`config.mk`:
```
export PLATFORM = sky130hd
export DESIGN_NAME = whole_number_prefix_codec_core
export DESIGN_NICKNAME = d
export VERILOG_FILES = /design/src/design/wnpc_pkg.sv /design/src/design/whole_number_prefix_codec_core.sv /design/src/design/wnpc_front.sv /design/src/design/wnpc_queue.sv /design/src/design/wnpc_back.sv
export SDC_FILE = /design/constraint.sdc
export NUM_CORES = 1
export LEC_CHECK = 0
export ABC_AREA = 1
export BUFFER_PORTS_ARGS = -buffer_cell sky130_fd_sc_hd__buf_2
export CAP_MARGIN = 5
export CORE_UTILIZATION = 35
export DETAILED_ROUTE_END_ITERATION = 6
export GPL_ROUTABILITY_DRIVEN = 0
export SYNTH_ARGS = -nofsm -noshare
export SYNTH_HDL_FRONTEND = slang
export SYNTH_SLANG_ARGS = --single-unit
```
`constraint.sdc`:
```
create_clock -name clk -period 19.5 [get_ports clk]
set_input_delay 3.9 -clock clk [delete_from_list [all_inputs] [get_ports clk]]
set_output_delay 3.9 -clock clk [all_outputs]
set_load 0.02 [all_outputs]
```
`src/design/wnpc_pkg.sv`:
```
// Shared types, codes and constants of the whole-number prefix codec.
package wnpc_pkg;

    // Default sizes handed to the top level.
    localparam int VALUE_WIDTH_DEF    = 32;
    localparam int POSITION_WIDTH_DEF = 16;

    // Fixed field widths of the channels.
    localparam int CODE_WORD_WIDTH = 62;
    localparam int CODE_LEN_WIDTH  = 6;
    localparam int CAP_WIDTH       = 16;

    // Reset value of the capacity register.
    localparam logic [CAP_WIDTH-1:0] CAP_RESET = 16'hFFFF;

    // Depth of the queue between front and back; a power of two.
    localparam int QUEUE_DEPTH = 2;

    // Command modes.
    localparam logic [1:0] MODE_ENCODE = 2'd0;
    localparam logic [1:0] MODE_DECODE = 2'd1;
    localparam logic [1:0] MODE_REWIND = 2'd2;
    localparam logic [1:0] MODE_NONE   = 2'd3;

    // Result status codes.
    localparam logic [2:0] ST_OK         = 3'd0;
    localparam logic [2:0] ST_SMALL      = 3'd1;
    localparam logic [2:0] ST_NO_SPACE   = 3'd2;
    localparam logic [2:0] ST_INCOMPLETE = 3'd3;
    localparam logic [2:0] ST_OVERFLOW   = 3'd4;

    // Command word.
    typedef struct packed {
        logic [1:0]  mode;
        logic [31:0] value;
        logic        code_bit;
    } cmd_word_t;

    // Result word.
    typedef struct packed {
        logic [2:0]                 status;
        logic [CODE_WORD_WIDTH-1:0] code_word;
        logic [CODE_LEN_WIDTH-1:0]  code_length;
        logic [31:0]                decoded_value;
    } rsp_word_t;

    // Operation classes found by the front.
    typedef enum logic [1:0] {
        OP_ENCODE,
        OP_SMALL,
        OP_DECODE,
        OP_REWIND
    } op_t;

    // Classified word passed from front to back.
    typedef struct packed {
        op_t                        op;
        logic [CODE_WORD_WIDTH-1:0] code_word;
        logic [CODE_LEN_WIDTH-1:0]  code_length;
        logic                       code_bit;
    } task_t;

endpackage

```
`src/design/whole_number_prefix_codec_core.sv`:
```
// Top level of the whole-number prefix codec: front, queue, back and checks.
// The codec takes one command word per cycle while the queue is not full and
// sustains one result word per cycle while results are taken: mode 0 encodes
// a value of 3 or more into a right-justified codeword, mode 1 feeds one code
// bit to the decoder, which answers only when a number completes or fails,
// mode 2 rewinds both positions and gives no result, and mode 3 is accepted and
// dropped. A word reaches the back through a two-entry queue; the back executes
// one word per cycle while its result register is free or being emptied, since
// each word is one position update and at most one decoder step, and loads its
// result into the output register. The capacity register may be written only
// while the codec is idle and takes effect on the next word.
module whole_number_prefix_codec_core
    import wnpc_pkg::*;
#(
    parameter int VALUE_WIDTH    = VALUE_WIDTH_DEF,
    parameter int POSITION_WIDTH = POSITION_WIDTH_DEF
)
(
    input  logic                 clk,
    input  logic                 rst_n,
    input  logic                 cfg_write_en,
    input  logic [CAP_WIDTH-1:0] cfg_write_data,
    input  logic                 cmd_valid,
    output logic                 cmd_ready,
    input  cmd_word_t            cmd,
    output logic                 rsp_valid,
    input  logic                 rsp_ready,
    output rsp_word_t            rsp
);

    logic  q_full;
    logic  q_push;
    task_t q_push_task;
    logic  task_valid;
    logic  task_pop;
    task_t head_task;

    // Classification and codeword packing.
    wnpc_front #(
        .VALUE_WIDTH(VALUE_WIDTH)
    ) u_front (
        .cmd_valid (cmd_valid),
        .cmd_ready (cmd_ready),
        .cmd       (cmd),
        .queue_full(q_full),
        .push      (q_push),
        .push_task (q_push_task)
    );

    // Decoupling queue.
    wnpc_queue u_queue (
        .clk       (clk),
        .rst_n     (rst_n),
        .push      (q_push),
        .push_task (q_push_task),
        .full      (q_full),
        .pop       (task_pop),
        .task_valid(task_valid),
        .head_task (head_task)
    );

    // Stateful execution and result register.
    wnpc_back #(
        .VALUE_WIDTH   (VALUE_WIDTH),
        .POSITION_WIDTH(POSITION_WIDTH)
    ) u_back (
        .clk           (clk),
        .rst_n         (rst_n),
        .cfg_write_en  (cfg_write_en),
        .cfg_write_data(cfg_write_data),
        .task_valid    (task_valid),
        .head_task     (head_task),
        .task_pop      (task_pop),
        .rsp_valid     (rsp_valid),
        .rsp_ready     (rsp_ready),
        .rsp           (rsp)
    );

    // A full queue always has a word for the back.
    a_full_has_word: assert property (@(posedge clk) disable iff (!rst_n)
        !cmd_ready |-> task_valid)
        else $error("queue reports full while empty");

    // The back never pops an empty queue.
    a_pop_needs_word: assert property (@(posedge clk) disable iff (!rst_n)
        task_pop |-> task_valid)
        else $error("back popped an empty queue");

    // A word of the unused mode never enters the queue.
    a_drop_unused: assert property (@(posedge clk) disable iff (!rst_n)
        (cmd_valid && cmd_ready && cmd.mode == MODE_NONE) |-> !q_push)
        else $error("unused mode word was queued");

    // Error results carry no codeword and no number.
    a_error_clean: assert property (@(posedge clk) disable iff (!rst_n)
        (rsp_valid && rsp.status != ST_OK) |->
        (rsp.code_length == '0 && rsp.code_word == '0 && rsp.decoded_value == '0))
        else $error("error result carries data");

endmodule

```
`src/design/wnpc_front.sv`:
```
// Front of the codec: accepts command words, classifies them and packs codewords.
module wnpc_front
    import wnpc_pkg::*;
#(
    parameter int VALUE_WIDTH = VALUE_WIDTH_DEF
)
(
    input  logic      cmd_valid,
    output logic      cmd_ready,
    input  cmd_word_t cmd,
    input  logic      queue_full,
    output logic      push,
    output task_t     push_task
);

    localparam int IDX_W = $clog2(VALUE_WIDTH);

    logic [VALUE_WIDTH-1:0] v;
    logic [IDX_W-1:0]       top_idx;
    logic                   sbit;
    logic                   small_val;
    logic [6:0]             p7;
    logic [6:0]             s7;
    logic [6:0]             ones_n;
    logic [6:0]             pay_sh;
    logic [6:0]             len7;
    logic [63:0]            ones_field;
    logic [63:0]            flag_field;
    logic [63:0]            low_field;
    logic [63:0]            word;

    assign cmd_ready = !queue_full;

    // Priority encoder on the value and packing of its codeword.
    always_comb
    begin
        v       = cmd.value[VALUE_WIDTH-1:0];
        top_idx = '0;
        for (int i = 1; i < VALUE_WIDTH; i++)
        begin
            if (v[i])
            begin
                top_idx = IDX_W'(i);
            end
        end
        small_val  = (v < VALUE_WIDTH'(3));
        sbit       = (top_idx == '0) ? 1'b0 : v[top_idx - 1'b1];
        p7         = 7'(top_idx);
        s7         = 7'(sbit);
        ones_n     = p7 + s7 - 7'd2;
        pay_sh     = p7 - 7'd1;
        ones_field = ((64'd1 << ones_n) - 64'd1) << (p7 + 7'd1);
        flag_field = 64'(!sbit) << pay_sh;
        low_field  = 64'(v) & ((64'd1 << pay_sh) - 64'd1);
        word       = ones_field | flag_field | low_field;
        len7       = (p7 << 1) + s7 - 7'd1;
    end

    // Mode decoder: a word of the unused mode is accepted and dropped.
    always_comb
    begin
        push_task.code_word   = word[CODE_WORD_WIDTH-1:0];
        push_task.code_length = len7[CODE_LEN_WIDTH-1:0];
        push_task.code_bit    = cmd.code_bit;
        push_task.op          = OP_REWIND;
        push                  = cmd_valid && cmd_ready;
        unique case (cmd.mode)
            MODE_ENCODE: push_task.op = small_val ? OP_SMALL : OP_ENCODE;
            MODE_DECODE: push_task.op = OP_DECODE;
            MODE_REWIND: push_task.op = OP_REWIND;
            default:     push = 1'b0;
        endcase
    end

endmodule

```
`src/design/wnpc_queue.sv`:
```
// Short queue of classified words between the front and the back.
module wnpc_queue
    import wnpc_pkg::*;
(
    input  logic  clk,
    input  logic  rst_n,
    input  logic  push,
    input  task_t push_task,
    output logic  full,
    input  logic  pop,
    output logic  task_valid,
    output task_t head_task
);

    localparam int PTR_W = $clog2(QUEUE_DEPTH);
    localparam int CNT_W = $clog2(QUEUE_DEPTH + 1);

    task_t            store_reg [QUEUE_DEPTH];
    logic [PTR_W-1:0] wr_ptr_reg;
    logic [PTR_W-1:0] wr_ptr_next;
    logic [PTR_W-1:0] rd_ptr_reg;
    logic [PTR_W-1:0] rd_ptr_next;
    logic [CNT_W-1:0] count_reg;
    logic [CNT_W-1:0] count_next;
    logic             do_push;
    logic             do_pop;

    assign full       = (count_reg == CNT_W'(QUEUE_DEPTH));
    assign task_valid = (count_reg != '0);
    assign head_task  = store_reg[rd_ptr_reg];
    assign do_push    = push && !full;
    assign do_pop     = pop && task_valid;

    // Pointer and fill count update.
    always_comb
    begin
        wr_ptr_next = do_push ? wr_ptr_reg + 1'b1 : wr_ptr_reg;
        rd_ptr_next = do_pop ? rd_ptr_reg + 1'b1 : rd_ptr_reg;
        count_next  = count_reg;
        if (do_push && !do_pop)
        begin
            count_next = count_reg + 1'b1;
        end
        else if (do_pop && !do_push)
        begin
            count_next = count_reg - 1'b1;
        end
    end

    always_ff @(posedge clk or negedge rst_n)
    begin
        if (!rst_n)
        begin
            wr_ptr_reg <= '0;
            rd_ptr_reg <= '0;
            count_reg  <= '0;
        end
        else
        begin
            wr_ptr_reg <= wr_ptr_next;
            rd_ptr_reg <= rd_ptr_next;
            count_reg  <= count_next;
        end
    end

    // Entry storage.
    always_ff @(posedge clk)
    begin
        if (do_push)
        begin
            store_reg[wr_ptr_reg] <= push_task;
        end
    end

endmodule

```
`src/design/wnpc_back.sv`:
```
// Back of the codec: positions, capacity check, bit decoder and result register.
module wnpc_back
    import wnpc_pkg::*;
#(
    parameter int VALUE_WIDTH    = VALUE_WIDTH_DEF,
    parameter int POSITION_WIDTH = POSITION_WIDTH_DEF
)
(
    input  logic                 clk,
    input  logic                 rst_n,
    input  logic                 cfg_write_en,
    input  logic [CAP_WIDTH-1:0] cfg_write_data,
    input  logic                 task_valid,
    input  task_t                head_task,
    output logic                 task_pop,
    output logic                 rsp_valid,
    input  logic                 rsp_ready,
    output rsp_word_t            rsp
);

    localparam int PW   = POSITION_WIDTH;
    localparam int VW   = VALUE_WIDTH;
    localparam int CMPW = POSITION_WIDTH + 1;

    typedef enum logic [1:0] {
        PH_ONES,
        PH_SBIT,
        PH_LOAD
    } phase_t;

    logic [CAP_WIDTH-1:0] cap_reg;
    logic [CAP_WIDTH-1:0] cap_next;
    logic [PW-1:0]        wp_reg;
    logic [PW-1:0]        wp_next;
    logic [PW-1:0]        rd_reg;
    logic [PW-1:0]        rd_next;
    phase_t               phase_reg;
    phase_t               phase_next;
    logic [5:0]           ones_reg;
    logic [5:0]           ones_next;
    logic                 sflag_reg;
    logic                 sflag_next;
    logic [5:0]           pleft_reg;
    logic [5:0]           pleft_next;
    logic [VW-1:0]        acc_reg;
    logic [VW-1:0]        acc_next;
    logic                 rsp_valid_reg;
    logic                 rsp_valid_next;
    rsp_word_t            rsp_reg;
    rsp_word_t            rsp_next;

    logic [PW-1:0] cap;
    logic [PW-1:0] room_w;
    logic [PW-1:0] rd_room;
    logic [PW-1:0] rd_inc;
    logic [6:0]    need_close;
    logic [6:0]    pl_s;
    logic          b;
    logic          take;
    logic          fail;
    logic          finish;
    logic          restart;
    logic          res_hit;
    rsp_word_t     res;
    logic          fin_sflag;
    logic [VW-1:0] fin_acc;
    logic [6:0]    fin_pl;
    logic          fin_over;
    logic [VW-1:0] fin_value;

    assign cap       = PW'(cap_reg);
    assign b         = head_task.code_bit;
    assign take      = task_valid && (!rsp_valid_reg || rsp_ready);
    assign task_pop  = take;
    assign rsp_valid = rsp_valid_reg;
    assign rsp       = rsp_reg;

    // Space left for writing and reading, and the bits a closing zero needs.
    always_comb
    begin
        room_w     = (wp_reg >= cap) ? '0 : cap - wp_reg;
        rd_room    = cap - rd_reg;
        rd_inc     = rd_reg + 1'b1;
        need_close = 7'(ones_reg) + 7'd2;
        pl_s       = 7'(ones_reg) + 7'(b);
    end

    // Execution of one classified word.
    always_comb
    begin
        cap_next   = cfg_write_en ? cfg_write_data : cap_reg;
        wp_next    = wp_reg;
        rd_next    = rd_reg;
        phase_next = phase_reg;
        ones_next  = ones_reg;
        sflag_next = sflag_reg;
        pleft_next = pleft_reg;
        acc_next   = acc_reg;
        res        = '0;
        res_hit    = 1'b0;
        fail       = 1'b0;
        finish     = 1'b0;
        restart    = 1'b0;
        fin_sflag  = sflag_reg;
        fin_acc    = acc_reg;

        if (take)
        begin
            unique case (head_task.op)
                OP_SMALL:
                begin
                    res_hit    = 1'b1;
                    res.status = ST_SMALL;
                end
                OP_ENCODE:
                begin
                    res_hit = 1'b1;
                    if (CMPW'(room_w) < CMPW'(head_task.code_length))
                    begin
                        wp_next    = cap;
                        res.status = ST_NO_SPACE;
                    end
                    else
                    begin
                        wp_next         = wp_reg + PW'(head_task.code_length);
                        res.status      = ST_OK;
                        res.code_word   = head_task.code_word;
                        res.code_length = head_task.code_length;
                    end
                end
                OP_REWIND:
                begin
                    wp_next = '0;
                    rd_next = '0;
                    restart = 1'b1;
                end
                OP_DECODE:
                begin
                    if (rd_reg >= cap)
                    begin
                        fail = 1'b1;
                    end
                    else
                    begin
                        unique case (phase_reg)
                            PH_ONES:
                            begin
                                if (b)
                                begin
                                    ones_next = (ones_reg == 6'd63) ? ones_reg
                                                                     : ones_reg + 6'd1;
                                    rd_next   = rd_inc;
                                end
                                else if (CMPW'(rd_room) < CMPW'(need_close))
                                begin
                                    fail = 1'b1;
                                end
                                else
                                begin
                                    rd_next    = rd_inc;
                                    phase_next = PH_SBIT;
                                end
                            end
                            PH_SBIT:
                            begin
                                rd_next    = rd_inc;
                                sflag_next = !b;
                                if (CMPW'(rd_room - 1'b1) < CMPW'(pl_s))
                                begin
                                    fail = 1'b1;
                                end
                                else
                                begin
                                    pleft_next = (pl_s > 7'd63) ? 6'd63 : pl_s[5:0];
                                    acc_next   = '0;
                                    fin_sflag  = !b;
                                    fin_acc    = '0;
                                    if (pl_s == 7'd0)
                                    begin
                                        finish = 1'b1;
                                    end
                                    else
                                    begin
                                        phase_next = PH_LOAD;
                                    end
                                end
                            end
                            PH_LOAD:
                            begin
                                rd_next    = rd_inc;
                                acc_next   = {acc_reg[VW-2:0], b};
                                pleft_next = (pleft_reg != 6'd0) ? pleft_reg - 6'd1
                                                                 : pleft_reg;
                                fin_acc    = acc_next;
                                if (pleft_next == 6'd0)
                                begin
                                    finish = 1'b1;
                                end
                            end
                            default:
                            begin
                                restart = 1'b1;
                            end
                        endcase
                    end
                end
                default:
                begin
                    restart = 1'b1;
                end
            endcase
        end

        // Assembly of a completed number.
        fin_pl    = 7'(ones_reg) + 7'(!fin_sflag);
        fin_over  = (fin_pl + 7'd2) > 7'(VW);
        fin_value = (VW'({1'b1, fin_sflag}) << fin_pl) | fin_acc;

        if (fail)
        begin
            rd_next    = cap;
            restart    = 1'b1;
            res_hit    = 1'b1;
            res.status = ST_INCOMPLETE;
        end

        if (finish)
        begin
            restart = 1'b1;
            res_hit = 1'b1;
            if (fin_over)
            begin
                res.status = ST_OVERFLOW;
            end
            else
            begin
                res.status        = ST_OK;
                res.decoded_value = 32'(fin_value);
            end
        end

        if (restart)
        begin
            phase_next = PH_ONES;
            ones_next  = '0;
            sflag_next = 1'b0;
            pleft_next = '0;
            acc_next   = '0;
        end

        // Result register: loaded by a new result, emptied when taken.
        rsp_valid_next = res_hit ? 1'b1 : (rsp_ready ? 1'b0 : rsp_valid_reg);
        rsp_next       = res_hit ? res : rsp_reg;
    end

    always_ff @(posedge clk or negedge rst_n)
    begin
        if (!rst_n)
        begin
            cap_reg       <= CAP_RESET;
            wp_reg        <= '0;
            rd_reg        <= '0;
            phase_reg     <= PH_ONES;
            ones_reg      <= '0;
            sflag_reg     <= 1'b0;
            pleft_reg     <= '0;
            acc_reg       <= '0;
            rsp_valid_reg <= 1'b0;
            rsp_reg       <= '0;
        end
        else
        begin
            cap_reg       <= cap_next;
            wp_reg        <= wp_next;
            rd_reg        <= rd_next;
            phase_reg     <= phase_next;
            ones_reg      <= ones_next;
            sflag_reg     <= sflag_next;
            pleft_reg     <= pleft_next;
            acc_reg       <= acc_next;
            rsp_valid_reg <= rsp_valid_next;
            rsp_reg       <= rsp_next;
        end
    end

endmodule

```
After elaboration in Yosys (flattened, before gate mapping)
Memories as Yosys holds them, arrays and structs flattened.
Index checks and enable logic that the tools add are counted.
- bits in registers: 203
- memory bits (writable): 142
- bits of input ports: 56
- output and inout bits: 105
- logic and storage cells: 248
- memories: 1
- add/sub/neg operators: 24
- $lt $le $gt $ge: 9
- eq/ne operators: 18
- shift-type cells: 5
- muxes and demuxes: 127
- bitwise operators: 4
- reduce and logical (&&, ||, !) cells: 44
- memories (name ; depth ; width ; read ports ; clocked after memory_dff ; write ports ; line ; text):
    u_queue.store_reg ; 2 ; 71 ; 1 ; 0 ; 1 ; wnpc_queue.sv:18 ; task_t store_reg [QUEUE_DEPTH];
- operator list (kind ; number):
    32-bit two-way mux ; 7
    5-bit two-way mux ; 30
    68-bit two-way mux ; 2
    62-bit bitwise OR ; 2
    16-bit two-way mux ; 7
    16-bit case mux with 2 select lines ; 3
    6-bit two-way mux ; 14
    71-bit two-way mux ; 1
    32-bit case mux with 2 select lines ; 1
    1-bit by 7-bit << shifter with 64-bit output (first input constant) ; 1
    64-bit by 7-bit << shifter with 62-bit output ; 1
    64-bit by 1-bit subtractor with 64-bit output (second input constant) ; 1
    32-bit by 62-bit AND with 62-bit output ; 1
    1-bit by 7-bit << shifter with 62-bit output ; 1
    1-bit by 7-bit << shifter with 62-bit output (first input constant) ; 1
    62-bit by 1-bit subtractor with 62-bit output (second input constant) ; 1
    1-bit two-way mux ; 40
    16-bit >= comparator ; 2
    32-bit by 2-bit < comparator with 1-bit output (second input constant) ; 1
    32-bit bitwise OR ; 1
    2-bit by 7-bit << shifter with 32-bit output ; 1
    16-bit subtractor ; 2
    2-bit two-way mux ; 11
    2-bit nonzero test ; 10
    other kinds (51) ; 89

Longest topological paths before layout
Gate-level depths: netlist of the first run.
- depth in word-level cells: 42
- depth in mapped cells: 75
- gate-level depth less buffers: 72

Hierarchy
Synthesis of the first run repeated with hierarchy kept, for this count alone.
- cells, all modules: 3658
- area, all modules: 25386.8 sq um
- by module, submodules not included (module ; instances ; cells an instance ; area each (sq um) ; seq. area each (sq um)):
    wnpc_back ; 1 ; 1688 ; 12761.0 ; 4999.8
    wnpc_front ; 1 ; 1568 ; 7196.9 ; 0.0
    wnpc_queue ; 1 ; 402 ; 5429.0 ; 4364.2

Least setup slack after synthesis of the first run
OpenSTA, ideal clock, no wires.
- path type: input to register
- from: input port cmd[3] (netlist name)
- to: memory u_queue.store_reg[0][50] (netlist name), data pin
- library setup time: 0.271 ns
- arrival time: 10.683 ns
- required time: 19.229 ns
- setup slack: 8.546 ns
- cell stages on the path: 73
- buffers on the path: 5
- path through: inv_2 -> nand2_1 -> nand2_1 -> nand2_1 -> nand2_1 -> nand2_1 -> nand2_1 -> nand2_1 -> nand2_1 -> nand2_1 -> nand2_1 -> nand2_1 -> nand2_1 -> nand2_1 -> nand2_1 -> nand2_1 -> nand2_1 -> nand2_1 -> (+37 left out) -> ha_1 -> nand3_2 -> inv_2 -> nand2_2 -> nor2_2 -> buf_6 -> nand2_1 -> nand2_1 -> nand3_1 -> nand3_1 -> nand2_1 -> nand2_1 -> nand2_1 -> nand2_1 -> nand2_1 -> nand2_1 -> nand3_1 -> o21ai_1
- RTL lines (item ; line ; text):
    start, declared ; whole_number_prefix_codec_core.sv:25 ; input cmd_word_t cmd,
    end, declared ; wnpc_queue.sv:18 ;

==> summary.md, run 1 <==
| Metric | Value |
|---|---|
| Netlist Area Pre-Place | `between 20000 and 30000 um2` |
| Register bit total from synthesis | `~350` |
| Vias per Instance | `between 5 and 6` |
| First-pass iteration count of the detailed router | `7` |
| Synth Net Count | `between 3000 and 4000` |
| Vias | `26800` |
| Initial antenna violation count | `2` |
| F_max | `between 80 and 90 MHz` |
| RR Endpoint | `u_back.rsp[16]` |
| Period utilization | `0.631` |
| Number of cells on the worst hold path | `2` |
| Worst-Skew Late Latency | `about 0.54 ns` |
| H-Tree Depth | `2` |
| Setup TNS Final | `0 ns` |
| Routed Antenna Nets | `0` |
| Most used DFF post-synth | `dfrtp_1` |
| Reg2Reg Depth | `35` |
| Root Buffer | `clkbuf_16` |
| CTS tree | `built` |
| First-pass GRT wire length | `around 140000 um` |
| Crit start category | `input port` |
| Worst Hold Path EP | `u_back.rsp[32]` |
| Top-area cell type share of the netlist area | `0.176` |
| Worst Path Required | `19.84 ns` |
| Final HPWL DP | `about 68000 um` |
| Largest net degree at the start of global routing | `107` |
| Ys async rst share | `0.588` |
| Max reg flops | `142` |
| Postcts setup bufs | `0` |
| CTS Sinks | `approximately 350` |
| Final hold violations | `0` |
| FF-to-FF Start | `u_queue.rd_ptr_reg` |
| RSZ-0062 raised after global routing | `no` |
| Crit Path Category | `input port to register` |
| Worst Setup SP | `cmd[3]` |
| Failing checks | `design-rule violations` |
| # resized after CTS | `0` |
| Compound-Gate Fraction of Synth Area | `0.126` |
| Yosys warnings | `0` |
| Layout area overhead | `9.88%` |
| Port-buffer cells | `160` |
| Final setup viols | `0` |
| Main combinational cell family by area after synthesis | `simple AND/OR/NAND/NOR gates` |
| Initial core utilization | `0.356` |
| Top-count cell post-synth | `nand2_1` |
| DP Cell Count | `between 4000 and 5000` |
| Worst-margin pin slew | `1.24 ns` |
| Post-Synth Simple-Gate Area | `0.372` |
| Clk_skew | `approximately 0.026 ns` |
| Worst rel slew slack | `0.164` |
| Hold-fix buffers at CTS | `0` |
| Multi-input logic area | `roughly 15000 um2` |
| Max VDD drop | `0.0000916 V` |
| Worst-path clk slew | `0.06 ns` |
| Most frequent cells after synthesis | `nand2_1 (1044), nand3_1 (649), nor2_1 (336)` |
| Vias in the first global route | `roughly 25000` |
| Multiplexer share of the synthesized area | `0` |
| Die Height | `about 280 um` |
| Non-filler cells, final | `~5000` |
| Static Leak | `~0.015 uW` |
| Crit path top cell by count | `nand2_1` |
| Hold Crit Start | `u_back.rsp[32]` |
| Total global-route track usage | `0.229` |
| Hold WC Path Type | `register to register` |
| Post-synthesis area per instance | `a little under 7 um2` |
| CP peak stage delay | `a little over 0.6 ns` |
| WL per Instance | `18.5 um` |
| Diodes inserted | `0` |
| Dpl cell area | `between 20000 and 30000 um2` |
| Status | `complete, but fails checks` |
| Pwr Density | `about 130 nW/um2` |
| Synth Area in Adders | `0.0446` |
| Ports | `roughly 160` |
| WP data arrival | `between 10 and 15 ns` |
| Share of layout cells above drive strength 1 | `0.0984` |
| Core ar. | `about 75000 um2` |
| FF+latch area | `roughly 9400 um2` |
| CP Capture Type | `register` |
| Post-synth EDFFs | `between 100 and 150` |
| Drt total wl | `about 90000 um` |
| Slew Limit Fails | `0` |
| Slowest-stage cell, CP | `nand2_1` |
| Leading area contributor after synthesis | `dfrtp_1` |
| Max Cap Viol | `0` |
| DRC viols | `3` |
| Fill cells | `8016` |
| Post-Syn Instances | `between 3000 and 4000` |
| Crit Path Max Fanout | `around 70` |
| Final nets | `4025` |
| Tmin final | `12.31 ns` |
| DRT iter0 DRCs | `2700` |
| Synth area leaders | `dfrtp_1 (18%), edfxtp_1 (16%), nand2_1 (15%)` |
| Max Root-Sink Buffers | `3` |
| XOR/XNOR Fraction of Synth Area | `0.0270` |
| Die X | `between 200 and 300 um` |
| Design Area, Final | `a little under 30000 um2` |
| Post-synthesis sequential area ratio | `0.352` |
| GR Overflow Total | `0` |
| Die area | `approximately 77000 um2` |
| Netlist cell types | `62` |
| Core Rows | `100` |
| Num CTS Buffers | `35` |
| Worst R2R Setup Slack | `~11 ns` |
## through the flow
| step | setup slack, ns | total power (uW) | hold slack [ns] | util |
|---|---|---|---|---|
| after global placement | 6.84 | 3150 | 0.455 | 0.376 |
| after floorplan | 8.55 | 2610 | 0.444 | - |
| after detailed placement | 6.80 | 3170 | 0.461 | 0.376 |
| after CTS | 7.35 | 3860 | 0.476 | 0.391 |
| final | 7.19 | 3860 | 0.471 | 0.391 |
| after global routing | 6.04 | 4180 | 0.483 | 0.391 |
## cells by family after synthesis
kind of cell / Yosys count
AND/OR/NAND/NOR: 2252
AO/OA/AOI/OAI: 540
buffers and inverters: 532
flip-flops: 345
adder cells (fa/ha/maj): 93
XOR/XNOR: 82
## power by group
part / internal [uW] / switching (uW)
logic: 665 / 1510
registers: 927 / 81.0
clock network: 384 / 292
total: 1980 / 1880
## final cells by class
cell class              instances  share of cell area
inverters                     338              0.0434
flip-flops and latches        345               0.320
multi-input cells            2967               0.521
repair buffers                189              0.0352
clock buffers                  46              0.0335
well taps                     969              0.0415
clock inverters                18             0.00578
## how the worst max path moves through the flow
| stage | to | cells after the start |
|---|---|---|
| final | u_queue.store_reg[1][51] | 68 |
| after global routing | u_queue.store_reg[0][51] | 68 |
| after CTS | u_queue.store_reg[1][50] | 68 |
| after detailed placement | u_queue.store_reg[0][51] | 68 |
| after global placement | u_queue.store_reg[1][50] | 68 |
| after floorplan | u_queue.store_reg[0][50] | 73 |
## worst max-delay path, delay by kind of cell
| family | cells | cell delay [ns] |
|---|---|---|
| and+or+nand+nor | 53 | 5.31 |
| buffers and inverters | 9 | 1.65 |
| adders and majority gates | 4 | 1.23 |
| AOI/OAI and AO/OA | 2 | 0.54 |
## metal layers
metal	global-route usage	up-vias	share of wire	routed length (um)
met5	0	-	0.00014	13
met4	0.0960	2	0.044	3930
met3	0.0291	179	0.071	6400
met2	0.364	1007	0.45	40600
met1	0.313	12500	0.43	39100
li1	-	13100	-	-
## placed cells by master, fill, tap and decap left out, types with 36 or more instances in the layout
| cell type | count |
|---|---|
| nand2_1 | 1041 |
| nand3_1 | 648 |
| nor2_1 | 332 |
| inv_1 | 312 |
| dfrtp_1 | 186 |
| buf_2 | 159 |
| a21oi_1 | 153 |
| edfxtp_1 | 142 |
| o21ai_0 | 119 |
| ha_1 | 89 |
| nand4_1 | 74 |
| xor2_1 | 67 |
| a22o_1 | 64 |
| o211ai_1 | 50 |
| o22ai_1 | 37 |
| clkbuf_16 | 36 |
No activity file was read; power rests on OpenSTA's default activity.
==> run 2: changes to the inputs <==
- clock period: 19.5 -> 11.5 ns (I/O delays scaled with it)
==> run 2 against run 1 <==
Sequential share of layout area decreased by 0.13 points; final cell count about the same; largest cell class unchanged; the flow now finishes without violations; total power increased by 72%; highest routed layer unchanged.
==> summary.md, run 2 (same netlist as run 1, synthesis figures left out) <==
| Metric | Value |
|---|---|
| Final hold violations | `0` |
| Crit path top cell by count | `nand2_1` |
| Tmin final | `approximately 10 ns` |
| Final nets | `a little over 4000` |
| Clk_skew | `0.0272 ns` |
| Setup TNS Final | `0 ns` |
| Initial core utilization | `0.356` |
| Hold WC Path Type | `register to register` |
| Max Root-Sink Buffers | `3` |
| Vias per Instance | `5.50` |
| Postcts setup bufs | `0` |
| Crit start category | `input port` |
| GR Overflow Total | `0` |
| First-pass GRT wire length | `between 100000 and 150000 um` |
| Vias in the first global route | `25100` |
| CP Capture Type | `register` |
| WP buf/inv | `8` |
| Worst-Skew Late Latency | `between 0.5 and 0.6 ns` |
| Initial antenna violation count | `1` |
| Pwr Density | `approximately 230 nW/um2` |
| Crit Path Max Fanout | `30` |
| Root Buffer | `clkbuf_16` |
| CTS tree | `built` |
| Reg2Reg Depth | `34` |
| Fill cells | `roughly 8000` |
| Stages on worst setup path | `64` |
| Core Rows | `100` |
| Die X | `278 um` |
| Worst Path Required | `~12 ns` |
| Hold WS | `0.470 ns` |
| RR Endpoint | `u_back.rsp[16]` |
| WL per Instance | `18.8 um` |
| Drt total wl | `between 90000 and 100000 um` |
| Final Util | `0.392` |
| RSZ-0062 raised after global routing | `no` |
| Most frequent cells in the layout | `nand2_1 (1041), nand3_1 (648), nor2_1 (332)` |
| Worst Setup SP | `cmd[3]` |
| CP peak stage delay | `~0.58 ns` |
| Layout area overhead | `10.3%` |
| WP data arrival | `10.27 ns` |
| Num CTS Buffers | `36` |
| Final HPWL DP | `67800 um` |
| Routed Antenna Nets | `0` |
| Crit-path leading delay family | `simple AND/OR/NAND/NOR gates` |
| Period utilization | `0.868` |
| FF-to-FF Start | `u_queue.rd_ptr_reg` |
| Commonest non-fill, non-tap cell in the layout | `nand2_1` |
| DRC viols | `0` |
| Die Height | `roughly 280 um` |
| DRT iter0 DRCs | `2896` |
| Final setup viols | `0` |
| CP Capture Point | `u_queue.store_reg[1][44]` |
| Vias | `between 20000 and 30000` |
| Core ar. | `approximately 75000 um2` |
| Port-buffer cells | `160` |
| F_max | `roughly 100 MHz` |
| CTS Sinks | `~350` |
| Crit Path Category | `input port to register` |
| Worst-margin pin slew | `around 1.3 ns` |
| Multi-input logic area | `15200 um2` |
| Share of layout cells above drive strength 1 | `0.0991` |
| FF+latch area | `roughly 9400 um2` |
| Worst R2R Setup Slack | `3.15 ns` |
| Die area | `77200 um2` |
| Slew Limit Fails | `0` |
| Status | `finished, final reports clean` |
| Max VDD drop | `~0.00015 V` |
| Max Cap Viol | `0` |
| Ports | `161` |
| Max reg flops | `142` |
| Hold-fix buffers at CTS | `0` |
| Total global-route track usage | `0.232` |
| First-pass iteration count of the detailed router | `6` |
| Slowest-stage cell, CP | `nand2_1` |
| # resized after CTS | `0` |
| Worst rel slew slack | `0.154` |
| Largest net degree at the start of global routing | `between 90 and 100` |
| Static Leak | `between 0.01 and 0.015 uW` |
| H-Tree Depth | `2` |
| Worst-path clk slew | `0.06 ns` |
[run 2: changes by cell type in the layout (fill, tap and decap cells not counted), sizes merged]
cell / previous run / this run
buf: 189 / 190
clkbuf: 46 / 50
bufinv: 2 / 5
clkinv: 19 / 12
inv: 333 / 335
diode: 0 / 1
[run 2: layer usage]
layer	track usage	routed length, um	vias to the layer above	share of wire
met4	0.0963	3790	2	0.041
met2	0.375	41800	1061	0.46
met5	0	17	-	0.00019
met3	0.0287	6480	195	0.071
li1	-	-	13100	-
met1	0.313	39500	12500	0.43
[run 2: final cells by class]
class                   instances  area share
diodes                          1   0.0000852
clock buffers                  50      0.0349
clock inverters                16     0.00784
inverters                     338      0.0432
multi-input cells            2967       0.518
flip-flops and latches        345       0.319
well taps                     969      0.0413
repair buffers                190      0.0353
[run 2: worst min-delay path by stage]
stage / start / end / slack, ns / cells after the start
2_1_floorplan: u_back.sflag_reg / u_back.sflag_reg / 0.44 / 2
3_3_place_gp: u_back.rsp[32] / u_back.rsp[32] / 0.46 / 2
3_5_place_dp: u_back.rsp[32] / u_back.rsp[32] / 0.46 / 2
4_1_cts: u_back.rsp[32] / u_back.rsp[32] / 0.48 / 2
5_1_grt: u_back.rsp[8] / u_back.rsp[8] / 0.49 / 2
6_report: u_back.rsp[32] / u_back.rsp[32] / 0.47 / 2
[run 2: worst reg2reg max path: cells and delay by family, from the launching register on]
kind | cells | cell delay (ns)
buf+inv | 6 | 2.06
simple gates | 12 | 2.02
compound gates | 8 | 1.49
fa+ha+maj | 5 | 1.21
xor+xnor | 3 | 1.15
flops | 1 | 0.34
[run 2: stage by stage]
stage / setup WS [ns] / std cells / cell area, um2 / total power, uW
2_1_floorplan: 2.15 / 3844 / 26600 / 4430
3_3_place_gp: 1.20 / 4809 / 28100 / 5340
3_5_place_dp: 1.11 / 4809 / 28100 / 5380
4_1_cts: 1.68 / 4875 / 29400 / 6650
5_1_grt: 0.685 / 4875 / 29400 / 7190
6_report: 1.52 / 4876 / 29400 / 6650
[run 2: report_power, final]
part	internal, uW	leakage, uW	switching, uW
sequential	1570	0.00397	141
combinational	1130	0.0100	2560
clock	744	0.000605	506
